[src/hw/rtl/clm_pkg.sv]
// ----------------------------------------------------------------------------
// clm_pkg
// Shared types and constants of the colour and light mask pixel stage.
// ----------------------------------------------------------------------------
`default_nettype none

package clm_pkg;

    // Configuration register map, one register per 32-bit word.
    localparam int APB_ADDR_W = 4;
    localparam int APB_DATA_W = 32;

    typedef enum logic [1:0] {
        REG_IMAGE_WIDTH     = 2'd0,
        REG_IMAGE_HEIGHT    = 2'd1,
        REG_COLOR_THRESHOLD = 2'd2,
        REG_LIGHT_THRESHOLD = 2'd3
    } t_reg_idx;

    localparam int CFG_DIM_W = 12;
    localparam int CFG_TH_W  = 8;
    localparam int ROW_IN_W  = CFG_DIM_W + 1;

    localparam logic [CFG_DIM_W-1:0] RST_IMAGE_WIDTH     = 12'd640;
    localparam logic [CFG_DIM_W-1:0] RST_IMAGE_HEIGHT    = 12'd480;
    localparam logic [CFG_TH_W-1:0]  RST_COLOR_THRESHOLD = 8'd70;
    localparam logic [CFG_TH_W-1:0]  RST_LIGHT_THRESHOLD = 8'd150;

    // Gray weights in Q14 with rounding.
    localparam int GRAY_W = 22;
    localparam logic [GRAY_W-1:0] GRAY_COEF_BLUE  = 22'd4899;
    localparam logic [GRAY_W-1:0] GRAY_COEF_GREEN = 22'd9617;
    localparam logic [GRAY_W-1:0] GRAY_COEF_RED   = 22'd1868;
    localparam logic [GRAY_W-1:0] GRAY_ROUND      = 22'd8192;
    localparam int GRAY_SHIFT = 14;

    localparam int PIX_DATA_W = 24;
    localparam int RES_DATA_W = 8;

    // Result queue depth: one slot per item in flight plus one being taken.
    localparam int OUT_DEPTH   = 3;
    localparam int OUT_PTR_W   = $clog2(OUT_DEPTH);
    localparam int OUT_COUNT_W = $clog2(OUT_DEPTH + 1);

    typedef struct packed {
        logic last_pixel;
        logic color_dilated;
        logic light_bit;
        logic mask;
    } t_result;

endpackage

`default_nettype wire

[src/hw/rtl/clm_out_fifo.sv]
// ----------------------------------------------------------------------------
// clm_out_fifo
// Small result queue that decouples the pixel pipeline from the output stream.
// ----------------------------------------------------------------------------
`default_nettype none

module clm_out_fifo (
    input  wire                                i_clk,
    input  wire                                i_rst_n,
    input  wire                                i_push,
    input  clm_pkg::t_result                   i_data,
    input  wire                                i_pop_ready,
    output logic                               o_valid,
    output clm_pkg::t_result                   o_data,
    output logic [clm_pkg::OUT_COUNT_W-1:0]    o_count
);

    clm_pkg::t_result                  r_entry [clm_pkg::OUT_DEPTH];
    logic [clm_pkg::OUT_PTR_W-1:0]     r_wr_ptr;
    logic [clm_pkg::OUT_PTR_W-1:0]     r_rd_ptr;
    logic [clm_pkg::OUT_COUNT_W-1:0]   r_count;
    logic [clm_pkg::OUT_PTR_W-1:0]     n_wr_ptr;
    logic [clm_pkg::OUT_PTR_W-1:0]     n_rd_ptr;
    logic [clm_pkg::OUT_COUNT_W-1:0]   n_count;
    logic                              pop;

    localparam logic [clm_pkg::OUT_PTR_W-1:0] PTR_LAST =
        clm_pkg::OUT_PTR_W'(clm_pkg::OUT_DEPTH - 1);

    assign o_valid = (r_count != '0);
    assign o_data  = r_entry[r_rd_ptr];
    assign o_count = r_count;
    assign pop     = o_valid && i_pop_ready;

    always_comb begin
        n_wr_ptr = r_wr_ptr;
        n_rd_ptr = r_rd_ptr;
        n_count  = r_count;
        if (i_push) begin
            n_wr_ptr = (r_wr_ptr == PTR_LAST) ? '0 : r_wr_ptr + 1'b1;
        end
        if (pop) begin
            n_rd_ptr = (r_rd_ptr == PTR_LAST) ? '0 : r_rd_ptr + 1'b1;
        end
        if (i_push && !pop) begin
            n_count = r_count + 1'b1;
        end else if (!i_push && pop) begin
            n_count = r_count - 1'b1;
        end
    end

    always_ff @(posedge i_clk) begin
        if (!i_rst_n) begin
            r_wr_ptr <= '0;
            r_rd_ptr <= '0;
            r_count  <= '0;
        end else begin
            r_wr_ptr <= n_wr_ptr;
            r_rd_ptr <= n_rd_ptr;
            r_count  <= n_count;
        end
    end

    always_ff @(posedge i_clk) begin
        if (i_push) begin
            r_entry[r_wr_ptr] <= i_data;
        end
    end

endmodule

`default_nettype wire

[config.mk]
export PLATFORM = sky130hd
export DESIGN_NAME = clm_out_fifo
export DESIGN_NICKNAME = d
export VERILOG_FILES = /design/src/hw/rtl/clm_pkg.sv /design/src/hw/rtl/clm_out_fifo.sv
export SDC_FILE = /design/constraint.sdc
export NUM_CORES = 1
export LEC_CHECK = 0
export BUFFER_PORTS_ARGS = -buffer_cell sky130_fd_sc_hd__clkbuf_2
export CORE_MARGIN = 2
export CORE_UTILIZATION = 42
export CTS_BUF_LIST = sky130_fd_sc_hd__clkbuf_8
export DETAILED_ROUTE_END_ITERATION = 6
export GPL_ROUTABILITY_DRIVEN = 0
export PLACE_DENSITY = 0.7
export SLEW_MARGIN = 20
export SYNTH_ARGS = -nofsm -noshare
export SYNTH_HDL_FRONTEND = slang
export SYNTH_SLANG_ARGS = --single-unit
[constraint.sdc]
create_clock -name i_clk -period 2.6 [get_ports i_clk]
set_input_delay 0.13 -clock i_clk [delete_from_list [all_inputs] [get_ports i_clk]]
set_output_delay 0.13 -clock i_clk [all_outputs]
set_load 0.01 [all_outputs]
==> metrics, run 1 <==
CP bufs+invs 0; number of DRC violations after detailed routing 0; Final Routed Wirelength roughly 1100 um; hold_ws 0.0786 ns; final hold viol count 0; run status finished, final reports clean; switching share of total power 25.5%; register area share after synthesis 68.8%; vias in the first global route 380; Final nets 84; Top Ports 15; combinational group share of total power 20.9%; clock root buffer sky130_fd_sc_hd__clkbuf_8; Port Buf Inserts 14; area enclosed by the die boundary approximately 0.0022 sq mm; post-synth cell types 19; actual transition at the worst max-transition pin 0.750 ns; logic depth of the worst setup path including buffers 4; TritonRoute pass-1 iters 4; Power Internal a little under 0.7 mW; fraction of final layout cells with drive strength greater than 1 25.7%; total congestion overflow after global routing 0; global-route wire length before repair 1600 um; total global routing track utilization ~11%; Initial Util 44.3%; post-synthesis instance area around 760 sq um; Longest Clk Path Bufs 2; number of rows created at floorplan 15; destination of the critical timing path o_count[1]; flops & latches, synth 20; RSZ-0062 raised after global routing no; Setup crit start kind flop; slowest library cell on the worst path sky130_fd_sc_hd__dfxtp_1; post-CTS setup buffer count 0; post-DR vias/cell 4.72; fmax 685 MHz; pwr dens 986 mW/mm^2; P&R area growth vs syn 22.3%; final period demand of the worst path between 1 and 1.5 ns; initial antenna violation count 0; maximum level of the CTS H-tree 1; largest net degree at the start of global routing 13; clock latency at the later pin of the worst-skew pair 0.25 ns; core outline area between 0.0015 and 0.002 sq mm; clock share of power 33.2%; TritonCTS clock tree built; final-report max-slew violation count 0; # clock sinks 20; TritonCTS Buffers 3; Critical Path AT 1.65 ns; reg-to-reg slack, setup 1.14 ns; gate family responsible for the most delay along the worst path flip-flops; fill cell instance count of the final layout 157; Worst Setup End Kind flop; fraction of post-synthesis cell area in the top cell type by area a little under half; share of the clock period used by the worst path after layout between 50% and 60%; die height about 46 um; Syn Nets 66; Ys Warns 0; Worst Skew approximately 0.0027 ns; type of the tightest min-delay check in -> reg; mean instance size in the synthesized netlist 13.3 sq um; antenna diode instance count 0; Detail Placement HPWL slightly below 800 um; leakage dissipation 0.346 nW; Final ANT Viol Nets 0; sequential group share of total power 46.0%; P_sw 0.233 mW; number of maximum-capacitance constraint violations 0; hold-critical path depth 1; Chip Width 46.5 um; critical path class reg -> reg; largest fanout on the critical path 5; CTS Hold Buffers Added 0; Yosys top cell by area sky130_fd_sc_hd__edfxtp_1; startpoint of the worst setup timing path o_count[0]; routed length per placed instance 11.4 um; startpoint of the most critical register-to-register path o_count[0]; largest vdd supply drop 585 uV; WP data required 2.79 ns; 1st-iter DRT viols 5; Worst slew margin 49.9%; number of setup violations in the final report 0; synthesized instance count 57; via count 467; # resized after CTS 0; critical-path cell list o21ai_2, ha_1, or3_1, a21boi_1; Register-to-Register Path Depth 4; cells taking the most area after synthesis sky130_fd_sc_hd__edfxtp_1, sky130_fd_sc_hd__dfxtp_1, sky130_fd_sc_hd__mux2i_1, sky130_fd_sc_hd__nand2_1, sky130_fd_sc_hd__o21ai_0; crit-path max cell delay 0.37 ns; final sum of negative setup slack 0 ns; Reg2Reg Capture Point o_count[1]; clock-pin transition on the worst setup and hold timing paths 0.07 ns
[layer usage]
metal / global-route usage, % / vias up / routed length (um)
li1: - / 238 / -
met1: 13.6 / 211 / 548
met2: 17.5 / 16 / 507
met3: 3.53 / 2 / 55
met4: 6.86 / 0 / 12
met5: 0 / - / 0
[cell usage in the layout (no fill, tap or decap), types with 2 or more instances in the layout]
cell type | synthesis | layout
sky130_fd_sc_hd__a21boi_1 | 3 | 3
sky130_fd_sc_hd__clkbuf_2 | 0 | 14
sky130_fd_sc_hd__clkbuf_8 | 0 | 3
sky130_fd_sc_hd__dfxtp_1 | 8 | 8
sky130_fd_sc_hd__edfxtp_1 | 12 | 12
sky130_fd_sc_hd__mux2i_1 | 4 | 4
sky130_fd_sc_hd__nand2_1 | 8 | 8
sky130_fd_sc_hd__nor2_1 | 2 | 2
sky130_fd_sc_hd__nor2b_1 | 2 | 2
sky130_fd_sc_hd__o21a_1 | 2 | 2
sky130_fd_sc_hd__o21ai_0 | 5 | 5
sky130_fd_sc_hd__or3_1 | 2 | 2
[flip-flops by register name (all words and copies together) (netlist names), named ones only]
| signal | cells |
|---|---|
| r_wr_ptr | 2 |
| r_entry | 12 |
| r_rd_ptr | 2 |
| o_count | 2 |
[cells in the mapped netlist]
library cell	number
sky130_fd_sc_hd__o21ai_2	1
sky130_fd_sc_hd__or2_1	1
sky130_fd_sc_hd__mux2i_1	4
sky130_fd_sc_hd__xor2_1	1
sky130_fd_sc_hd__edfxtp_1	12
sky130_fd_sc_hd__o21ai_0	5
sky130_fd_sc_hd__nor3b_1	1
sky130_fd_sc_hd__or3_1	2
sky130_fd_sc_hd__and2_1	1
sky130_fd_sc_hd__o21a_1	2
sky130_fd_sc_hd__clkbuf_1	1
sky130_fd_sc_hd__dfxtp_1	8
sky130_fd_sc_hd__a21boi_1	3
sky130_fd_sc_hd__xnor2_1	1
sky130_fd_sc_hd__ha_1	1
sky130_fd_sc_hd__nor2_1	2
sky130_fd_sc_hd__or3b_1	1
sky130_fd_sc_hd__nor2b_1	2
sky130_fd_sc_hd__nand2_1	8
[power groups by stage]
stage	Combinational, mW	Clock [mW]	Sequential (mW)
finish	0.190	0.303	0.420
global placement	0.190	0	0.426
floorplan	0.131	0	0.418
global route	0.208	0.324	0.426
CTS	0.193	0.307	0.421
detailed placement	0.190	0	0.428
[through the flow]
| step | total power, mW | cells | instance area [sq um] | setup slack [ns] | util (%) |
|---|---|---|---|---|---|
| after floorplan | 0.549 | 57 | 757 | 1.18 | - |
| after global placement | 0.616 | 95 | 855 | 1.20 | 50.0 |
| after detailed placement | 0.618 | 95 | 855 | 1.16 | 50.0 |
| after CTS | 0.921 | 99 | 926 | 1.13 | 54.2 |
| after global routing | 0.958 | 99 | 926 | 1.05 | 54.2 |
| final | 0.913 | 99 | 926 | 1.14 | 54.2 |
[area by class of cell]
cell class	count	area (sq um)	share of cell area (%)
multi-input combinational	36	233	25.1
sequential	20	520	56.2
clock inverter	1	30.0	3.24
clock buffer	3	41.3	4.46
timing repair buffer	14	70.1	7.57
tap	25	31.3	3.38
[cell families after synthesis]
family | share of synthesized area [%]
AND/OR/NAND/NOR | 12.1
adder cells (fa/ha/maj) | 1.65
AO/OA/AOI/OAI | 9.42
flip-flops | 68.8
buffers and inverters | 0.495
multiplexers | 5.29
XOR/XNOR | 2.31
[worst min path at each step]
stage | startpoint | end | slack [ns]
after global placement | i_data[1] | r_entry[1][1] | 0.33
after global routing | i_data[1] | r_entry[1][1] | 0.07
after detailed placement | i_data[1] | r_entry[0][1] | 0.34
after CTS | i_data[1] | r_entry[1][1] | 0.08
final | i_data[1] | r_entry[1][1] | 0.08
after floorplan | i_data[0] | r_entry[0][0] | 0.23
Power figures use the tool's default switching activity.
==> inputs of run 2 (changes only) <==
- ABC_AREA: unset -> 1
- PLACE_DENSITY: 0.7 -> 0.72
- clock period: 2.6 -> 1.2 ns (I/O delays scaled with it)
==> run 2 against run 1 <==
Against the previous run: clock skew shrank 0.00064 ns; core utilization is 4.4 points higher; sequential power is 99% higher; critical endpoint unchanged; largest power group unchanged.
==> metrics, run 2 <==
register containing the most flip-flops in the final layout r_entry; number of setup violations in the final report 0 (unchanged); Setup crit start kind flop; via count 613 (+31%); Worst Skew 0.00210 ns (-0.000640 ns); Initial Util 44.9% (+0.55 points); pwr dens 1840 mW/mm^2 (+87%); hold_ws 0.0160 ns (-0.0625 ns); area of all sequential standard cells 527 sq um (+1.2%); Top Ports 15 (unchanged); flops & latches, synth 20 (unchanged); global-route wire length before repair 2280 um (+42%); final design utilization 58.6% (+4.4 points); final sum of negative setup slack 0 ns (unchanged); most used cells in the layout excluding fill and tap cells sky130_fd_sc_hd__clkbuf_2, sky130_fd_sc_hd__nand2_1, sky130_fd_sc_hd__edfxtp_1; type of the tightest min-delay check in -> reg; area of combinational cells with multiple inputs 226 sq um (-2.7%); TritonRoute pass-1 iters 4 (unchanged); fmax 834 MHz (+22%); Largest register FFs 12 (unchanged); fill cell instance count of the final layout 155 (-1.3%); Final nets 112 (+33%); total global routing track utilization 15.4% (+4.1 points); routed length per placed instance 12.5 um (+10%); RSZ-0062 raised after global routing yes; post-synthesis instance area 783 sq um (+3.5%); number of maximum-capacitance constraint violations 0 (unchanged); WP data required 1.39 ns (-1.40 ns); Chip Width 47.2 um (+1.6%); post-DR vias/cell 4.83 (+2.3%); routing usage on met1 17.8% (+4.3 points); Longest Clk Path Bufs 2 (unchanged); share of the clock period used by the worst path after layout 99.9% (+44 points); CTS Hold Buffers Added 0 (unchanged); Worst Setup End Kind flop; largest vdd supply drop 964 uV (+65%); total congestion overflow after global routing 0 (unchanged); sequential group share of total power 44.3% (-1.7 points); fraction of final layout cells with drive strength greater than 1 35.3% (+9.6 points); Syn Nets 88 (+33%); critical path class reg -> reg; die height 47.2 um (+1.6%); TritonCTS clock tree built; # clock sinks 20 (unchanged); Yosys top cell by area sky130_fd_sc_hd__edfxtp_1; Post-synth ARST share 0% (unchanged); actual transition at the worst max-transition pin 0.217 ns (-0.533 ns); Worst slew margin 85.5% (+36 points); register area share after synthesis 66.5% (-2.3 points); Power Internal 1.40 mW (+110%); vias in the first global route 563 (+48%); switching share of total power 25.6% (+0.14 points); post-synth cell types 15 (-4); most instantiated flip-flop cell in the synthesis netlist sky130_fd_sc_hd__edfxtp_1; number of enable flip-flop cells after synthesis 12 (unchanged); mean instance size in the synthesized netlist 9.91 sq um (-25%); Ys Warns 0 (unchanged); routing usage on met3 3.46% (-0.068 points); clock-pin transition on the worst setup and hold timing paths 0.07 ns (about the same); Register-to-Register Path Depth 8 (+4); cells taking the most area after synthesis sky130_fd_sc_hd__edfxtp_1, sky130_fd_sc_hd__dfxtp_1, sky130_fd_sc_hd__a21oi_1, sky130_fd_sc_hd__inv_1, sky130_fd_sc_hd__nand2_1; number of rows created at floorplan 15 (unchanged); P_sw 0.483 mW (+110%); synthesized instance count 79 (+39%); final hold viol count 0 (unchanged); Final ANT Viol Nets 0 (unchanged); TritonCTS Buffers 3 (unchanged); largest fanout on the critical path 4 (-1); most common cell after layout, fill and taps aside sky130_fd_sc_hd__clkbuf_2; final period demand of the worst path 1.20 ns (-0.261 ns); combinational group share of total power 20.5% (-0.4 points); P&R area growth vs syn 30.5%; Critical Path AT 1.39 ns (-0.26 ns); global-route met2 utilization 27.1% (+9.6 points); synth cell count leaders sky130_fd_sc_hd__inv_1, sky130_fd_sc_hd__nand2_1, sky130_fd_sc_hd__edfxtp_1; clock share of power 35.2% (+2.0 points); fraction of post-synthesis cell area in the top cell type by area 46.0% (-1.6 points); leakage dissipation 0.449 nW (+30%); layer with the highest usage met2; initial antenna violation count 0 (unchanged); number of DRC violations after detailed routing 0 (unchanged); clock root buffer sky130_fd_sc_hd__clkbuf_8; antenna diode instance count 0 (unchanged); Port Buf Inserts 14 (unchanged); largest net degree at the start of global routing 13 (unchanged); clock latency at the later pin of the worst-skew pair 0.25 ns (about the same); area enclosed by the die boundary 0.00223 sq mm (+3.2%); core outline area 0.00175 sq mm (+2.2%); Final Routed Wirelength 1590 um (+41%); hold-critical path depth 1 (unchanged); run status finished, final reports clean; final-report max-slew violation count 0 (unchanged); maximum level of the CTS H-tree 1 (unchanged); 1st-iter DRT viols 8 (+3)
[run 2: cell types whose count changed after synthesis, sizes merged, moves of 3 or more]
cell    delta
a21oi     +11
inv       +15
mux2i      -4
nand2      +7
nor2       +7
nand3      +3
o21ai      -5
a21boi     -3
[run 2: metal layers]
layer  wire (um)  vias to the layer above
met5           0                        -
met4          25                        0
met3          52                        4
met2         843                       11
met1         667                      290
li1            -                      308
[run 2: worst paths after layout]
check | startpoint | to | slack [ns]
max | o_count[0] | o_count[1] | 0.001
min | i_data[1] | r_entry[2][1] | 0.02
max reg2reg | o_count[0] | o_count[1] | 0.001
min reg2reg | r_wr_ptr[1] | r_wr_ptr[1] | 0.46
[run 2: power groups by stage]
stage          clock [mW]  combinational [mW]  sequential (mW)
2_1_floorplan           0               0.188            0.848
3_3_place_gp            0               0.326            0.840
3_5_place_dp            0               0.337            0.843
4_1_cts             0.670               0.340            0.829
5_1_grt             0.689               0.432            0.840
6_report            0.663               0.385            0.834
[run 2: kinds of logic (layout without fill, tap and decap cells)]
logic type | after synthesis | in the layout | share of synthesized area (%)
compound gates | 14 | 14 | 9.58
fa+ha+maj | 1 | 1 | 1.60
buf+inv | 15 | 38 | 7.19
flops | 20 | 20 | 66.5
simple gates | 29 | 29 | 15.2
[run 2: final cells by class]
type,instances,area share (%)
flip-flops and latches,20,51.5
multi-input cells,44,22.2
repair buffers,19,10.5
inverters,15,5.75
clock buffers,3,4.04
well taps,25,3.06
clock inverters,1,2.94
[run 2: timing repair]
action | CTS | global route
setup buffers | 0 | 1
resized for setup | 0 | 11
setup endpoints to repair | 0 | 6
[run 2: critical path: stages, from the launching register on]
cell and delay [ns]:
sky130_fd_sc_hd__dfxtp_4 0.35, sky130_fd_sc_hd__o21a_1 0.21, sky130_fd_sc_hd__inv_2 0.07, sky130_fd_sc_hd__ha_4 0.19, sky130_fd_sc_hd__inv_4 0.06, sky130_fd_sc_hd__nand3_2 0.06
sky130_fd_sc_hd__nand2_1 0.07, sky130_fd_sc_hd__inv_1 0.04, sky130_fd_sc_hd__nor2_1 0.08
[run 2: per-stage QoR]
step	cell area [sq um]	cells	power, mW	setup WS [ns]
final	1020	127	1.88	0.00115
after global routing	1020	127	1.96	-0.0911
after CTS	991	126	1.84	0.00613
after detailed placement	920	122	1.18	0.0362
after global placement	920	122	1.17	0.0694
after floorplan	788	79	1.04	0.00131
